==> config.mk <==
export PLATFORM = sky130hd
export DESIGN_NAME = zora_comb
export DESIGN_NICKNAME = d
export VERILOG_FILES = /design/src/hw/rtl/zora_pkg.sv /design/src/hw/rtl/zora_comb.sv
export SDC_FILE = /design/constraint.sdc
export NUM_CORES = 2
export LEC_CHECK = 0
export BUFFER_PORTS_ARGS = -buffer_cell sky130_fd_sc_hd__buf_2
export CAP_MARGIN = 0
export CORE_AREA = 2 2 348 350
export DETAILED_ROUTE_END_ITERATION = 7
export DIE_AREA = 0 0 350 352
export MAX_ROUTING_LAYER = met4
export PLACE_DENSITY = 0.46
export SLEW_MARGIN = 25
export SYNTH_ARGS = -nofsm -noshare
export SYNTH_HDL_FRONTEND = slang
export SYNTH_SLANG_ARGS = --single-unit
==> constraint.sdc <==
create_clock -name vclk -period 14.7
set_input_delay 2.205 -clock vclk [all_inputs]
set_output_delay 2.205 -clock vclk [all_outputs]
set_load 0.02 [all_outputs]
==> src/hw/rtl/zora_pkg.sv <==
// ----------------------------------------------------------------------------
// zora_pkg: shared types and helpers for the Z[omega] ring ALU
// Coefficient width, operation codes, beat structs and width converters.
// ----------------------------------------------------------------------------
package zora_pkg;

    // internal coefficient width; results wrap modulo 2^COEF_W
    localparam int COEF_W = 32;
    // width of coefficients on the ports
    localparam int IO_W   = 32;
    // coefficients per element: a (w^3), b (w^2), c (w), d (1)
    localparam int NCOEF  = 4;

    typedef logic signed [COEF_W-1:0] t_coef;
    typedef t_coef [NCOEF-1:0]        t_elem;   // index 0 = a ... 3 = d
    typedef t_coef [NCOEF-1:0][NCOEF-1:0] t_prod;  // [x index][y index]

    typedef enum logic [2:0] {
        OP_ADD   = 3'd0,
        OP_SUB   = 3'd1,
        OP_MUL   = 3'd2,
        OP_ADDS  = 3'd3,
        OP_SUBS  = 3'd4,
        OP_SCALE = 3'd5,
        OP_NEG   = 3'd6,
        OP_PASS  = 3'd7
    } t_op;

    // input beat
    typedef struct packed {
        logic        [2:0]      opcode;
        logic signed [IO_W-1:0] x_a;
        logic signed [IO_W-1:0] x_b;
        logic signed [IO_W-1:0] x_c;
        logic signed [IO_W-1:0] x_d;
        logic signed [IO_W-1:0] y_a;
        logic signed [IO_W-1:0] y_b;
        logic signed [IO_W-1:0] y_c;
        logic signed [IO_W-1:0] y_d;
        logic signed [IO_W-1:0] scalar;
    } t_item;

    // result beat
    typedef struct packed {
        logic signed [IO_W-1:0] r_a;
        logic signed [IO_W-1:0] r_b;
        logic signed [IO_W-1:0] r_c;
        logic signed [IO_W-1:0] r_d;
        logic                   x_less;
        logic                   x_equal;
    } t_result;

    // product stage to combine stage
    typedef struct packed {
        t_op   op;
        t_elem x;
        t_elem y;
        t_prod prod;
        logic  less;
        logic  equal;
    } t_mid;

    // port value to internal coefficient (sign-extend or wrap)
    function automatic t_coef f_load(input logic [IO_W-1:0] v);
        return COEF_W'($signed(v));
    endfunction

    // internal coefficient to port value (sign-extend or keep low bits)
    function automatic logic [IO_W-1:0] f_unload(input t_coef c);
        return IO_W'($signed(c));
    endfunction

endpackage

==> src/hw/rtl/zora_comb.sv <==
// ----------------------------------------------------------------------------
// zora_comb: combine stage
// Sums the products into ring-product coefficients, performs the additive
// operations and selects the result by opcode.
// ----------------------------------------------------------------------------
module zora_comb (
    input  zora_pkg::t_mid    i_mid,
    output zora_pkg::t_result o_res
);

    zora_pkg::t_elem w_mul;
    zora_pkg::t_elem w_r;
    zora_pkg::t_prod p;

    assign p = i_mid.prod;

    // product reduced with w^4 = -1
    always_comb begin
        w_mul[0] = p[0][3] + p[1][2] + p[2][1] + p[3][0];
        w_mul[1] = p[1][3] + p[2][2] + p[3][1] - p[0][0];
        w_mul[2] = p[2][3] + p[3][2] - p[0][1] - p[1][0];
        w_mul[3] = p[3][3] - p[0][2] - p[1][1] - p[2][0];
    end

    // result select; scalar lives in the y constant slot of the products
    always_comb begin
        w_r = i_mid.x;
        case (i_mid.op)
            zora_pkg::OP_ADD: begin
                for (int i = 0; i < zora_pkg::NCOEF; i++) w_r[i] = i_mid.x[i] + i_mid.y[i];
            end
            zora_pkg::OP_SUB: begin
                for (int i = 0; i < zora_pkg::NCOEF; i++) w_r[i] = i_mid.x[i] - i_mid.y[i];
            end
            zora_pkg::OP_MUL: begin
                w_r = w_mul;
            end
            zora_pkg::OP_ADDS: begin
                w_r[3] = i_mid.x[3] + i_mid.y[3];
            end
            zora_pkg::OP_SUBS: begin
                w_r[3] = i_mid.x[3] - i_mid.y[3];
            end
            zora_pkg::OP_SCALE: begin
                for (int i = 0; i < zora_pkg::NCOEF; i++) w_r[i] = p[i][3];
            end
            zora_pkg::OP_NEG: begin
                for (int i = 0; i < zora_pkg::NCOEF; i++) w_r[i] = -i_mid.x[i];
            end
            default: begin
                w_r = i_mid.x;
            end
        endcase
    end

    // result beat
    always_comb begin
        o_res.r_a     = zora_pkg::f_unload(w_r[0]);
        o_res.r_b     = zora_pkg::f_unload(w_r[1]);
        o_res.r_c     = zora_pkg::f_unload(w_r[2]);
        o_res.r_d     = zora_pkg::f_unload(w_r[3]);
        o_res.x_less  = i_mid.less;
        o_res.x_equal = i_mid.equal;
    end

endmodule

==> results by group <==
Outcome
  • Status: finished clean

Place
  • HPWL after DPL: roughly 140000 microns
  • GP Congestion: about 1
  • Dpl cell area: around 0.036 sq mm
  • I/O Buffers: between 800 and 900
  • Post-Place Cells: approximately 6700
  • DP Worst Slack: about 4500 ps

Setup path
  • Critical-path top delay cell: o41ai_2
  • CP arrival: between 8000 and 9000 ps
  • Critical Path, Cell by Cell: buf_6, inv_2, nor2_4, buf_4, nor2_1, xnor2_1, ha_1, o21a_1, o31a_1, o311ai_0, a2111oi_0, o41ai_2, o21ai_0, a31oi_1, a21oi_1, xnor2_1, o221ai_1, buf_2
  • Buf/Inv on CP: 4
  • Worst Path Required: around 12000 ps
  • Most frequent CP cell: xnor2_1
  • Crit-path max FO: 86
  • CP delay by family, top: compound AO/OA/AOI/OAI gates
  • Setup CP Type: primary input to output pin
  • Worst setup EP type: output pin
  • Worst Setup Start Kind: primary input
  • Crit path largest cell delay: 740 ps

STA
  • Worst-Margin Slew: between 1000 and 1500 ps
  • Slack of the critical path: 4440 ps
  • Final setup vio count: 0
  • Total negative setup slack: 0 ps
  • Worst slew margin: between 20% and 30%
  • Hold Vio Cnt, Final: 0
  • Hold_ws: around 4400 ps
  • Highest clock rate: just under 100 MHz
  • Max-slew violation count: 0
  • RSZ-0062 raised after global routing: no
  • Crit path time final: around 10000 ps
  • Period utilization: between 60% and 70%

Power and ir drop
  • Internal Pwr Total: roughly 1.1 mW
  • Pleak: between 15 and 20 nW
  • Comb pwr share: 100.0%
  • Power, Total: between 2 and 3 mW
  • Max VDD drop: ~0.000040 V
  • Pwr Density: around 77 mW/mm^2
  • Power share of the clock group: 0%
  • Sw power: 1.687 mW
  • Sequential Power Share: 0%
  • Switching portion of total power: between 60% and 70%

Synthesis
  • Post-Syn Nets: 5572
  • Most area-hungry cell type in the Yosys netlist: fa_1
  • Synth top cells by count: 805 x inv_1, 370 x a21oi_1, 347 x nor2_1
  • Seq/Total Area, Yosys: 0%
  • Synth area leaders: fa_1 17%, ha_1 11%, inv_1 10%
  • Post-synth cell types: 95
  • Synth top area share: 17.15%
  • Synthesized cell area: roughly 0.03 sq mm
  • Synth Instances: ~4300
  • Yosys warnings: 0
  • Top-count cell post-synth: inv_1
  • Syn Area/Cell: 6.859 sq um

Final layout
  • Number of sequential cells: 0
  • Area grow syn2layout: 21.92%
  • Non-filler instance count after layout: 6755
  • CLK BUF: 0
  • Final instance area: between 0.03 and 0.04 sq mm
  • Nets: approximately 6400
  • Fill count: 13398
  • Post-Route Utilization: a little under a third
  • Layout cell share with drive strength beyond 1: about a fifth
  • Register Area: 0 sq um

Detailed routing
  • Met2 routed WL: between 70000 and 80000 microns
  • Met3 routed WL: between 10000 and 15000 microns
  • Uppermost layer routed: met4
  • First drt pass iteration count: 5
  • DRC violations left: 0
  • Drt total wl: 159900 microns
  • Vias: approximately 34000
  • DRT iter0 DRCs: around 2400
  • Avg WL per Cell: 23.67 microns
  • Metal-1 WL: ~65000 microns
  • Final ANT Viol Nets: 0
  • Via density: approximately 5.1

GRT
  • Initial antenna violation count: 93
  • Largest net degree at the start of global routing: 87
  • Grt ovf: 0
  • First-pass GRT wire length: 227500 microns
  • Vias in the first global route: between 30000 and 40000
  • Total Routing Usage GR: about a quarter

Clock tree
  • CTS resizes: 0
  • Setup Fix Bufs, Post-CTS: 0
  • Cts hold-fix bufs: 0

Floorplan
  • Boundary Pins: 903
  • Core Rows: between 100 and 150
  • Initial Utilization: between 20% and 30%
  • Die width: between 300 and 400 microns
  • Die Ht: roughly 350 microns
  • Area of the die: between 0.1 and 0.15 sq mm
  • Core box area: around 0.12 sq mm

Run
  • Max-cap violations: 0

Min path
  • Hold Crit Class: primary input to output pin
==> path summary, 6_finish.rpt <==
path,startpoint,endpoint,slack (ps),cells past startpoint
max,i_mid[770],o_res[129],4440,18
min,i_mid[1],o_res[1],4410,0
==> power by group through the flow <==
stage               combinational, mW  sequential, mW    clock, mW
global route                     3.05               0  0.000000632
CTS                              2.76               0            0
floorplan                        1.86               0            0
finish                           2.76               0  0.000000481
global placement                 2.75               0            0
detailed placement               2.74               0            0
==> metal layers <==
metal,vias up,global-route usage [%]
li1,16367,-
met4,0,6.009
met2,1263,43.84
met3,197,5.360
met1,16591,30.02
met5,-,-
==> layout make-up <==
class | instances | area [sq um] | share of cell area, %
Timing Repair Buffer | 936 | 4812 | 13.42
Multi-Input combinational cell | 3323 | 25820 | 71.97
Antenna cell | 77 | 192.7 | 0.5372
Inverter | 807 | 3032 | 8.452
Tap cell | 1612 | 2017 | 5.623
==> cell usage in the layout, fill, tap and decap left out, types with 25 or more instances in the layout <==
cell,n
or3_1,52
xnor2_1,246
nor2_1,339
inv_1,805
nor4_1,40
a21o_1,113
nor2b_1,43
nand3_1,70
nand4_1,43
buf_4,37
and3_1,25
o21ai_0,242
buf_2,896
a21oi_1,368
a211oi_1,31
a221oi_1,36
diode_2,77
xor2_1,157
nor3_1,95
a31oi_1,42
o21a_1,39
fa_1,252
nand2_1,251
o221ai_1,37
ha_1,258
o211ai_1,29
o22ai_1,53
mux2i_1,29
o21bai_1,36
nand2b_1,54
o31ai_1,38
==> cell families after synthesis <==
family | share of synthesized area (%)
AOI/OAI and AO/OA | 27.91
adders and majority gates | 28.12
and+or+nand+nor | 18.21
muxes | 1.178
buffers and inverters | 12.58
xor gates and xnor gates | 12.00
Note: power is estimated with default switching activity, not from simulation.
